<file path="config.mk">
export PLATFORM = sky130hd
export DESIGN_NAME = humidity_temp_frame_decoder_top
export DESIGN_NICKNAME = d
export VERILOG_FILES = /design/src/design/hfd_pkg.sv /design/src/design/hfd_conv.sv /design/src/design/humidity_temp_frame_decoder_top.sv
export SDC_FILE = /design/constraint.sdc
export NUM_CORES = 1
export LEC_CHECK = 0
export ABC_CLOCK_PERIOD_IN_PS = 5170
export BUFFER_PORTS_ARGS = -buffer_cell sky130_fd_sc_hd__buf_2
export CORE_MARGIN = 2
export CORE_UTILIZATION = 25
export DETAILED_ROUTE_END_ITERATION = 12
export GPL_TIMING_DRIVEN = 0
export SLEW_MARGIN = 25
export SYNTH_ARGS = -nofsm -noshare
export SYNTH_HDL_FRONTEND = slang
export SYNTH_SLANG_ARGS = --single-unit
</file>
<file path="constraint.sdc">
create_clock -name clk -period 5.17 [get_ports clk]
set_input_delay 1.034 -clock clk [delete_from_list [all_inputs] [get_ports clk]]
set_output_delay 1.034 -clock clk [all_outputs]
set_load 0.01 [all_outputs]
</file>
<file path="src/design/hfd_pkg.sv">
package hfd_pkg;

	// crc-8 parameters, msb first, no reflection, no final xor
	localparam logic [7:0] CRC_INIT = 8'hFF;
	localparam logic [7:0] CRC_POLY = 8'h31;

	// byte positions inside the six-byte frame
	localparam logic [2:0] POS_T_HI  = 3'd0;
	localparam logic [2:0] POS_T_LO  = 3'd1;
	localparam logic [2:0] POS_T_CRC = 3'd2;
	localparam logic [2:0] POS_H_HI  = 3'd3;
	localparam logic [2:0] POS_H_LO  = 3'd4;
	localparam logic [2:0] POS_H_CRC = 3'd5;

	// conversion constants
	localparam logic [16:0] RAW_FULL   = 17'd65535;
	localparam logic [14:0] T_SCALE    = 15'd17500;
	localparam logic [13:0] H_SCALE    = 14'd12500;
	localparam logic [15:0] T_OFFS     = 16'd4500;
	localparam logic [13:0] H_OFFS     = 14'd600;
	localparam logic [13:0] H_MAX      = 14'd10000;
	// offsets scaled by full-scale raw value
	localparam logic [30:0] T_OFFS_RAW = 31'd294907500;
	localparam logic [29:0] H_OFFS_RAW = 30'd39321000;

	// one complete frame handed to the conversion pipeline
	typedef struct packed {
		logic        fail;
		logic [15:0] temp_raw;
		logic [15:0] humid_raw;
	} meas_t;

	// crc-8 update over one byte
	function automatic logic [7:0] crc8_byte(input logic [7:0] crc, input logic [7:0] b);
		logic [7:0] c;
		c = crc ^ b;
		for (int k = 0; k < 8; k++) begin
			if (c[7]) begin
				c = {c[6:0], 1'b0} ^ CRC_POLY;
			end else begin
				c = {c[6:0], 1'b0};
			end
		end
		return c;
	endfunction

endpackage

</file>
<file path="src/design/hfd_conv.sv">
module hfd_conv import hfd_pkg::*; (
	input  logic               clk,
	input  logic               arst_n,
	input  logic               in_valid,
	output logic               in_stall,
	input  meas_t              in_meas,
	output logic               out_valid,
	input  logic               out_stall,
	output logic               status,
	output logic signed [14:0] temp_centi_c,
	output logic [13:0]        humid_centi_pct
);

	logic        v_s2;
	logic        fail_s2;
	logic [30:0] pt_s2;
	logic [29:0] ph_s2;
	logic        en2;
	logic        en3;

	// temperature division by 65535: estimate, then one correction step
	logic [14:0] qt0;
	logic [16:0] rt0;
	logic        t_up;
	logic [14:0] qt;
	logic [16:0] rt;
	logic        t_adj;
	logic [15:0] t_val;

	// humidity division and clamp
	logic [13:0] qh0;
	logic [16:0] rh0;
	logic        h_up;
	logic [13:0] qh;
	logic [13:0] h_sub;
	logic [13:0] h_val;

	// stage enables
	assign en3      = !out_valid || !out_stall;
	assign en2      = !v_s2 || en3;
	assign in_stall = !en2;

	// stage 2: scale products
	always_ff @(posedge clk or negedge arst_n) begin
		if (!arst_n) begin
			v_s2 <= 1'b0;
		end else if (en2) begin
			v_s2 <= in_valid;
		end
	end

	always_ff @(posedge clk) begin
		if (en2 && in_valid) begin
			fail_s2 <= in_meas.fail;
			pt_s2   <= 31'(in_meas.temp_raw) * 31'(T_SCALE);
			ph_s2   <= 30'(in_meas.humid_raw) * 30'(H_SCALE);
		end
	end

	// temperature: truncate toward zero, so round up when below the offset
	always_comb begin
		qt0   = pt_s2[30:16];
		rt0   = {1'b0, pt_s2[15:0]} + 17'(qt0);
		t_up  = rt0 >= RAW_FULL;
		qt    = qt0 + 15'(t_up);
		rt    = t_up ? rt0 - RAW_FULL : rt0;
		t_adj = (pt_s2 < T_OFFS_RAW) && (rt != 17'd0);
		t_val = 16'(qt) - T_OFFS + 16'(t_adj);
	end

	// humidity: negative values clamp to zero, large ones to full scale
	always_comb begin
		qh0   = ph_s2[29:16];
		rh0   = {1'b0, ph_s2[15:0]} + 17'(qh0);
		h_up  = rh0 >= RAW_FULL;
		qh    = qh0 + 14'(h_up);
		h_sub = qh - H_OFFS;
		if (ph_s2 < H_OFFS_RAW) begin
			h_val = 14'd0;
		end else if (h_sub > H_MAX) begin
			h_val = H_MAX;
		end else begin
			h_val = h_sub;
		end
	end

	// stage 3: result register
	always_ff @(posedge clk or negedge arst_n) begin
		if (!arst_n) begin
			out_valid <= 1'b0;
		end else if (en3) begin
			out_valid <= v_s2;
		end
	end

	always_ff @(posedge clk) begin
		if (en3 && v_s2) begin
			status          <= fail_s2;
			temp_centi_c    <= fail_s2 ? 15'sd0 : $signed(t_val[14:0]);
			humid_centi_pct <= fail_s2 ? 14'd0 : h_val;
		end
	end

endmodule

</file>
<file path="src/design/humidity_temp_frame_decoder_top.sv">
// Decodes the six-byte sensor frame (temperature word, crc, humidity word, crc)
// and gives one result beat per frame with the crc status and the two values
// in hundredths. One byte beat is taken every cycle while in_stall is low;
// the crc-8 of a byte is worked in the cycle that accepts it. The edge that
// accepts the last byte of a frame loads the frame register; from there the
// frame passes the stage for the two scale multiplications and then the
// result register with the division by the full-scale value and the clamp.
// A result waiting on out_stall does not hold up byte beats until all three
// stages are full. frame_start restarts the byte count and drops a partial
// frame; frames may also follow one another without it.
module humidity_temp_frame_decoder_top import hfd_pkg::*; (
	input  logic               clk,
	input  logic               arst_n,
	input  logic               in_valid,
	output logic               in_stall,
	input  logic [7:0]         frame_byte,
	input  logic               frame_start,
	output logic               out_valid,
	input  logic               out_stall,
	output logic               status,
	output logic signed [14:0] temp_centi_c,
	output logic [13:0]        humid_centi_pct
);

	logic [2:0]  count_q;
	logic [7:0]  crc_q;
	logic [15:0] temp_q;
	logic [15:0] humid_q;
	logic        fail_q;

	logic        restart;
	logic [2:0]  pos;
	logic [7:0]  crc_eff;
	logic        fail_eff;
	logic        accept;

	logic [2:0]  count_d;
	logic [7:0]  crc_d;
	logic [15:0] temp_d;
	logic [15:0] humid_d;
	logic        fail_d;
	logic        frame_done;
	logic        frame_fail;

	logic        v_s1;
	meas_t       meas_s1;
	logic        conv_stall;

	// frame register blocks byte beats only when full and the pipeline stalls
	assign in_stall = v_s1 && conv_stall;
	assign accept   = in_valid && !in_stall;

	// resynchronize on frame start or an unused count value
	assign restart  = frame_start || (count_q > POS_H_CRC);
	assign pos      = restart ? POS_T_HI : count_q;
	assign crc_eff  = restart ? CRC_INIT : crc_q;
	assign fail_eff = restart ? 1'b0 : fail_q;

	// byte position decode and crc update
	always_comb begin
		count_d    = pos + 3'd1;
		crc_d      = crc_eff;
		temp_d     = temp_q;
		humid_d    = humid_q;
		fail_d     = fail_eff;
		frame_done = 1'b0;
		frame_fail = fail_eff || (crc_eff != frame_byte);
		case (pos)
			POS_T_HI: begin
				temp_d = {frame_byte, temp_q[7:0]};
				crc_d  = crc8_byte(crc_eff, frame_byte);
			end
			POS_T_LO: begin
				temp_d = {temp_q[15:8], frame_byte};
				crc_d  = crc8_byte(crc_eff, frame_byte);
			end
			POS_T_CRC: begin
				fail_d = frame_fail;
				crc_d  = CRC_INIT;
			end
			POS_H_HI: begin
				humid_d = {frame_byte, humid_q[7:0]};
				crc_d   = crc8_byte(crc_eff, frame_byte);
			end
			POS_H_LO: begin
				humid_d = {humid_q[15:8], frame_byte};
				crc_d   = crc8_byte(crc_eff, frame_byte);
			end
			POS_H_CRC: begin
				frame_done = 1'b1;
				count_d    = POS_T_HI;
				crc_d      = CRC_INIT;
				fail_d     = 1'b0;
			end
			default: begin
				count_d = POS_T_HI;
			end
		endcase
	end

	// frame state
	always_ff @(posedge clk or negedge arst_n) begin
		if (!arst_n) begin
			count_q <= POS_T_HI;
			crc_q   <= CRC_INIT;
			temp_q  <= 16'd0;
			humid_q <= 16'd0;
			fail_q  <= 1'b0;
		end else if (accept) begin
			count_q <= count_d;
			crc_q   <= crc_d;
			temp_q  <= temp_d;
			humid_q <= humid_d;
			fail_q  <= fail_d;
		end
	end

	// stage 1: completed frame
	always_ff @(posedge clk or negedge arst_n) begin
		if (!arst_n) begin
			v_s1 <= 1'b0;
		end else if (accept && frame_done) begin
			v_s1 <= 1'b1;
		end else if (!conv_stall) begin
			v_s1 <= 1'b0;
		end
	end

	always_ff @(posedge clk) begin
		if (accept && frame_done) begin
			meas_s1.fail      <= frame_fail;
			meas_s1.temp_raw  <= temp_q;
			meas_s1.humid_raw <= humid_q;
		end
	end

	hfd_conv u_conv (
		.clk             (clk),
		.arst_n          (arst_n),
		.in_valid        (v_s1),
		.in_stall        (conv_stall),
		.in_meas         (meas_s1),
		.out_valid       (out_valid),
		.out_stall       (out_stall),
		.status          (status),
		.temp_centi_c    (temp_centi_c),
		.humid_centi_pct (humid_centi_pct)
	);

	// a failed frame reports zero values
	assert property (@(posedge clk) disable iff (!arst_n)
		out_valid && status |-> temp_centi_c == 15'sd0 && humid_centi_pct == 14'd0)
		else $error("failed frame with nonzero values");

	// humidity stays clamped
	assert property (@(posedge clk) disable iff (!arst_n)
		out_valid |-> humid_centi_pct <= H_MAX)
		else $error("humidity above clamp");

	// temperature within the conversion range
	assert property (@(posedge clk) disable iff (!arst_n)
		out_valid |-> temp_centi_c >= -15'sd4500 && temp_centi_c <= 15'sd13000)
		else $error("temperature out of range");

	// byte count never reaches an unused value
	assert property (@(posedge clk) disable iff (!arst_n)
		count_q <= POS_H_CRC)
		else $error("byte count out of range");

endmodule
</file>
==> results.sh, run 1 <==
export IMPL_outcome="finished with violations"
export IMPL_violations="setup timing"
export IMPL_fin_nets=1908
export IMPL_drc_errors=0
export IMPL_grt_max_degree=58
export IMPL_cts_max_level=4
export IMPL_synth_cells=1438
export IMPL_r2r_start="u_conv.pt_s2[18]"
export IMPL_max_stage_delay_ns=0.48
export IMPL_hp_class="register to register"
export IMPL_ctsHoldBuffers=0
export IMPL_numCtsBuffers=17
export IMPL_multiInputGateArea_sq_um=9880
export IMPL_worstHoldPathCells=0
export IMPL_crit_required_ns=5.35
export IMPL_finalHoldViolations=0
export IMPL_grt_util_all_layers=0.104
export IMPL_ys_types=83
export IMPL_initial_core_util=0.254
export IMPL_cts_tree="built"
export IMPL_hpwl_microns=25400
export IMPL_p_int_w=0.00275
export IMPL_die_y_microns=249
export IMPL_reg2reg_slack_ns=-0.26
export IMPL_syn2layout_area_growth_pct=20.1
export IMPL_start_kind="register"
export IMPL_powerDensity_nw_per_um2=210
export IMPL_clock_latency_ns=0.44
export IMPL_fin_crit_ns=5.43
export IMPL_syn_area_sq_um=15100
export IMPL_fmax_mhz=184
export IMPL_drt_wl_total_microns=32500
export IMPL_pre_cts_ws_ns=-0.711
export IMPL_post_route_util=0.305
export IMPL_critPathSlowestCell="edfxtp_1"
export IMPL_grt_pass1_wl_microns=53000
export IMPL_synth_nets=1777
export IMPL_power_switching_w=0.00106
export IMPL_cp_buffers_inverters=2
export IMPL_fin_crit_sh=1.05
export IMPL_worst_ep_arrival_time_ns=5.61
export IMPL_die_area_sq_um=62200
export IMPL_crit_type="register to register"
export IMPL_grt_overflow=0
export IMPL_whs_ns=0.428
export IMPL_ir_drop_uv=200
export IMPL_rsz0062_at_grt="true"
export IMPL_hold_path_startpoint="meas_s1[32]"
export IMPL_holdPathEnd="u_conv.fail_s2"
export IMPL_ys_warn_count=0
export IMPL_end_kind="register"
export IMPL_via_count=10400
export IMPL_floorplan_io_pins=45
export IMPL_p_leak_nw=8.07
export IMPL_seqCellArea_sq_um=4820
export IMPL_die_x_microns=249
export IMPL_yosysSeqAreaShare=0.320
export IMPL_finalSetupViolCount=9
export IMPL_worstRegToRegCells=25
export IMPL_root_buffer="clkbuf_16"
export IMPL_ys_ff_latch=168
export IMPL_path_max_fanout=6
export IMPL_relSlewSlack=0.522
export IMPL_synth_edf_count=121
export IMPL_antenna_found_initial=0
export IMPL_worst_pin_slew_ns=0.713
export IMPL_finalPower_w=0.00380
export IMPL_routedWlPerCell_microns=13.8
export IMPL_nFillCells=5982
export IMPL_fin_skew_ns=0.0114
export IMPL_path_clk_slew_ns=0.07
export IMPL_drive_gt1_frac=0.194
export IMPL_fin_setup_tns_ns=-1.31
export IMPL_gp_congestion=0.863
export IMPL_viasPerCell=4.42
export IMPL_synthFlopType="edfxtp_1"
export IMPL_initialDrtViolationCount=507
export IMPL_rows=89
export IMPL_ys_async_sr_fraction=0.280
export IMPL_core_sq_um=59400
export IMPL_cts_buffer_depth=2
export IMPL_maxCapViolCount=0
export IMPL_ant_nets=0
export IMPL_postSynthAreaPerCell_sq_um=10.5
export IMPL_p_comb_frac=0.208
export IMPL_seq_power_share=0.465
export IMPL_first_pass_iters=5
export IMPL_sw_frac_of_total=0.278
export IMPL_crit_cells=25
export IMPL_p_clk_frac=0.326
export IMPL_slew_violations=0
export IMPL_cts_sinks=168
export IMPL_io_buffer_count=37
export IMPL_critPathTopFamily="compound AO/OA/AOI/OAI gates"
export IMPL_timing_rr_end="u_conv.temp_centi_c[14]"
export IMPL_grt_pass1_vias=10600
export IMPL_setup_slack_ns=-0.257
## worst max-delay path by stage
stage                           startpoint                       to  slack (ns)
final                     u_conv.pt_s2[18]  u_conv.temp_centi_c[14]       -0.26
after global routing      u_conv.pt_s2[22]  u_conv.temp_centi_c[14]       -0.49
after CTS                 u_conv.pt_s2[18]  u_conv.temp_centi_c[14]       -0.30
after detailed placement  u_conv.pt_s2[18]  u_conv.temp_centi_c[14]       -0.71
after global placement    u_conv.pt_s2[21]  u_conv.temp_centi_c[14]       -0.68
after floorplan           u_conv.pt_s2[18]  u_conv.temp_centi_c[14]       -0.06
## stage by stage
step,cells,instance area [sq um]
3_5_place_dp,2252,16400
2_1_floorplan,1438,15100
5_1_grt,2355,18100
3_3_place_gp,2248,16200
4_1_cts,2310,17400
6_report,2356,18100
## sequential cells by signal (all words and copies together) (netlist names), 3 cells and up
signal	flops
u_conv.humid_centi_pct	14
u_conv.temp_centi_c	15
humid_q	16
u_conv.ph_s2	28
crc_q	8
count_q	3
u_conv.pt_s2	29
meas_s1	33
temp_q	16
## final cells by class
cell class	instances	area share
Antenna cell	1	0.000138
Tap cell	773	0.0534
Clock buffer	20	0.0247
Sequential cell	168	0.266
Multi-Input combinational cell	1004	0.546
Buffer	19	0.00435
Inverter	246	0.0510
Clock inverter	12	0.00650
Timing Repair Buffer	113	0.0480
## metal layers
metal | vias up | global-route usage | part of all wire | wire length, microns
li1 | 5216 | - | - | -
met1 | 5035 | 0.139 | 0.48 | 15700
met2 | 137 | 0.171 | 0.47 | 15300
met3 | 34 | 0.0166 | 0.026 | 853
met4 | 0 | 0.0341 | 0.019 | 607
met5 | - | 0 | 0 | 0
## logic make-up (layout without fill, tap and decap cells)
kind of cell / count (synthesis) / count (layout) / share of synthesized area
mux: 35 / 35 / 0.0259
buf+inv: 266 / 410 / 0.0664
compound gates: 250 / 250 / 0.113
flops: 168 / 168 / 0.320
xor+xnor: 109 / 109 / 0.0639
simple gates: 284 / 284 / 0.0942
fa+ha+maj: 326 / 326 / 0.317
other cells: 0 / 1 / 0
## cells in the mapped netlist, drive strengths merged (4+ instances only)
cell      n  area [sq um]
inv     246           923
ha      234          2930
edfxtp  121          3630
fa       92          1840
nor2     88           338
xnor2    81           717
a21oi    74           374
nand2    62           243
o21ai    45           225
dfrtp    39           976
mux2     32           360
xor2     28           245
nor3     26           130
a21o     24           180
nand3    18          95.1
clkbuf   17          63.8
a31oi    14           103
a21boi   12          90.1
and3     12          81.3
nand2b   12          75.1
and2     11          68.8
o21bai   10          75.1
nand4     9          56.3
o21a      9          67.6
dfstp     8           210
nor4      8          50.1
nor2b     7          43.8
o211ai    7          52.6
o22a      7          61.3
or3       7          43.8
or2       6          37.5
a211oi    4          35.0
a22o      4          35.0
a31o      4          35.0
nand3b    4          30.0
## cell usage in the layout, fill, tap and decap left out, types with 8 or more instances in the layout
master,netlist,layout
inv_1,246,234
ha_1,234,208
edfxtp_1,121,121
fa_1,92,89
nor2_1,87,86
xnor2_1,80,76
buf_4,0,66
nand2_1,60,56
a21oi_1,73,55
dfrtp_1,39,39
buf_2,1,36
o21ai_0,37,29
mux2_2,28,28
xor2_1,28,27
a21o_1,24,24
nor3_1,26,21
ha_4,0,21
clkbuf_1,17,17
nand3_1,17,17
clkbuf_16,0,17
a21oi_2,1,16
o21ai_1,8,13
inv_2,0,12
a31oi_1,13,12
nand2b_1,12,11
and2_1,11,10
and3_1,10,10
a21boi_0,12,10
o21bai_1,10,9
o21a_1,9,9
nand4_1,9,9
dfstp_2,8,8
buf_6,0,8
## power groups by stage
stage	logic [W]	clock network, W	registers [W]
2_1_floorplan	0.000610	0	0.00175
3_3_place_gp	0.000721	0	0.00179
3_5_place_dp	0.000744	0	0.00180
4_1_cts	0.000760	0.00128	0.00177
5_1_grt	0.000881	0.00133	0.00179
6_report	0.000791	0.00124	0.00177
## what timing repair did
item / CTS / global route
setup buffers: 29 / 45
gates cloned: 0 / 0
resized for setup: 47 / 77
endpoints found under the setup margin: 28 / 32
pin swaps: 33 / 58
(Power assumes the default switching activity.)
==> run 2, diff against run 1 <==
--- a/config.mk
+++ b/config.mk
@@ -9,6 +9,7 @@
 export BUFFER_PORTS_ARGS = -buffer_cell sky130_fd_sc_hd__buf_2
 export CORE_MARGIN = 2
 export CORE_UTILIZATION = 25
+export CTS_BUF_LIST = sky130_fd_sc_hd__clkbuf_4 sky130_fd_sc_hd__clkbuf_8
 export DETAILED_ROUTE_END_ITERATION = 12
 export GPL_TIMING_DRIVEN = 0
 export SLEW_MARGIN = 25
==> run 2 against run 1 <==
The flow still finishes with violations (setup timing); register-to-register slack barely moved; global-route usage barely moved; sequential cell count did not move; critical path depth rose by 1; via count rose by 0.53%; design area fell by 0.97%.
==> results.sh, run 2 (same netlist as run 1, synthesis figures left out) <==
export IMPL_gp_congestion=0.863
export IMPL_initial_core_util=0.254
export IMPL_worst_ep_arrival_time_ns=5.67
export IMPL_via_count=10500
export IMPL_first_pass_iters=5
export IMPL_io_buffer_count=37
export IMPL_initialDrtViolationCount=481
export IMPL_crit_required_ns=5.40
export IMPL_numCtsBuffers=17
export IMPL_sw_frac_of_total=0.292
export IMPL_clock_latency_ns=0.48
export IMPL_grt_max_degree=58
export IMPL_seq_power_share=0.506
export IMPL_cts_tree="built"
export IMPL_p_clk_frac=0.268
export IMPL_final_cell_mix="inv_1, ha_1, edfxtp_1"
export IMPL_end_kind="register"
export IMPL_regMostFlops="meas_s1"
export IMPL_pre_cts_ws_ns=-0.711
export IMPL_ant_nets=0
export IMPL_relSlewSlack=0.530
export IMPL_reg_top3="meas_s1 x33, u_conv.pt_s2 x29, u_conv.ph_s2 x28"
export IMPL_cts_buffer_depth=2
export IMPL_fin_nets=1910
export IMPL_rows=89
export IMPL_grt_pass1_wl_microns=53000
export IMPL_critPathSlowestCell="edfxtp_1"
export IMPL_routedWlPerCell_microns=13.8
export IMPL_path_max_fanout=6
export IMPL_final_cells=2358
export IMPL_fin_crit_ns=5.44
export IMPL_outcome="finished with violations"
export IMPL_reg2reg_slack_ns=-0.27
export IMPL_drive_gt1_frac=0.196
export IMPL_ir_drop_uv=151
export IMPL_violations="setup timing"
export IMPL_drt_wl_total_microns=32500
export IMPL_antenna_found_initial=0
export IMPL_power_switching_w=0.00102
export IMPL_path_clk_slew_ns=0.10
export IMPL_die_x_microns=249
export IMPL_die_area_sq_um=62200
export IMPL_cts_sinks=168
export IMPL_p_int_w=0.00247
export IMPL_p_comb_frac=0.226
export IMPL_root_buffer="clkbuf_8"
export IMPL_die_y_microns=249
export IMPL_core_sq_um=59400
export IMPL_finalSetupViolCount=9
export IMPL_setup_slack_ns=-0.270
export IMPL_viasPerCell=4.44
export IMPL_ctsHoldBuffers=0
export IMPL_layout_commonest_cell="inv_1"
export IMPL_fin_crit_sh=1.05
export IMPL_fmax_mhz=184
export IMPL_finalHoldViolations=0
export IMPL_crit_type="register to register"
export IMPL_powerDensity_nw_per_um2=195
export IMPL_slew_violations=0
export IMPL_worst_pin_slew_ns=0.701
export IMPL_finalPower_w=0.00349
export IMPL_largest_reg_flops=33
export IMPL_hpwl_microns=25400
export IMPL_start_kind="register"
export IMPL_syn2layout_area_growth_pct=19.0
export IMPL_grt_overflow=0
export IMPL_post_route_util=0.302
export IMPL_grt_pass1_vias=10600
export IMPL_rsz0062_at_grt="true"
export IMPL_hp_class="register to register"
export IMPL_cts_max_level=4
export IMPL_floorplan_io_pins=45
export IMPL_fin_skew_ns=0.0181
export IMPL_maxCapViolCount=0
export IMPL_grt_util_all_layers=0.104
export IMPL_p_leak_nw=7.99
export IMPL_dpl_cell_count=2252
export IMPL_fin_setup_tns_ns=-1.35
export IMPL_max_stage_delay_ns=0.49
export IMPL_drc_errors=0
## run 2: worst paths after layout
| path | from | endpoint | depth (start not counted) |
|---|---|---|---|
| max in group asynchronous | arst_n | humid_q[14] | 1 |
| min | humid_q[14] | meas_s1[14] | 0 |
| max reg2reg | u_conv.pt_s2[18] | u_conv.temp_centi_c[14] | 26 |
| min in group asynchronous | arst_n | temp_q[4] | 1 |
| min reg2reg | humid_q[14] | meas_s1[14] | 0 |
| max | u_conv.pt_s2[18] | u_conv.temp_centi_c[14] | 26 |
## run 2: final cells by class
| class | count | area (sq um) |
|---|---|---|
| Sequential cell | 168 | 4820 |
| Antenna cell | 1 | 2.50 |
| Buffer | 19 | 78.8 |
| Clock inverter | 12 | 118 |
| Multi-Input combinational cell | 1004 | 9870 |
| Tap cell | 773 | 967 |
| Clock buffer | 20 | 263 |
| Fill cell | 6014 | 41400 |
| Inverter | 246 | 923 |
| Timing Repair Buffer | 115 | 883 |
## run 2: stage by stage
step	hold WS [ns]	area, sq um
2_1_floorplan	0.400	15100
3_3_place_gp	0.403	16200
3_5_place_dp	0.408	16400
4_1_cts	0.437	17200
5_1_grt	0.442	17900
6_report	0.433	17900
## run 2: routing by layer
layer	up-vias	part of all wire	track usage
met3	35	0.028	0.0174
met4	0	0.019	0.0322
li1	5218	-	-
met2	164	0.47	0.171
met1	5060	0.48	0.138
met5	-	0	0
## run 2: what timing repair did
item | 4_1_cts | 5_1_grt
gates resized for setup | 47 | 76
endpoints found under the setup margin | 28 | 32
pin swaps | 33 | 62
setup buffers | 29 | 47
## run 2: power groups by stage
| stage | sequential, W | clock (W) | combinational [W] |
|---|---|---|---|
| final | 0.00176 | 0.000934 | 0.000790 |
| after global routing | 0.00178 | 0.00102 | 0.000881 |
| after CTS | 0.00177 | 0.000967 | 0.000758 |
| after detailed placement | 0.00180 | 0 | 0.000744 |
| after global placement | 0.00179 | 0 | 0.000721 |
| after floorplan | 0.00175 | 0 | 0.000610 |
## run 2: critical path, delay by kind of cell (launching register included)
family | cells | cell delay, ns
AOI/OAI and AO/OA | 13 | 2.17
xor gates and xnor gates | 1 | 0.14
adders and majority gates | 5 | 1.21
buffers and inverters | 2 | 0.20
DFF | 1 | 0.49
and+or+nand+nor | 5 | 0.98
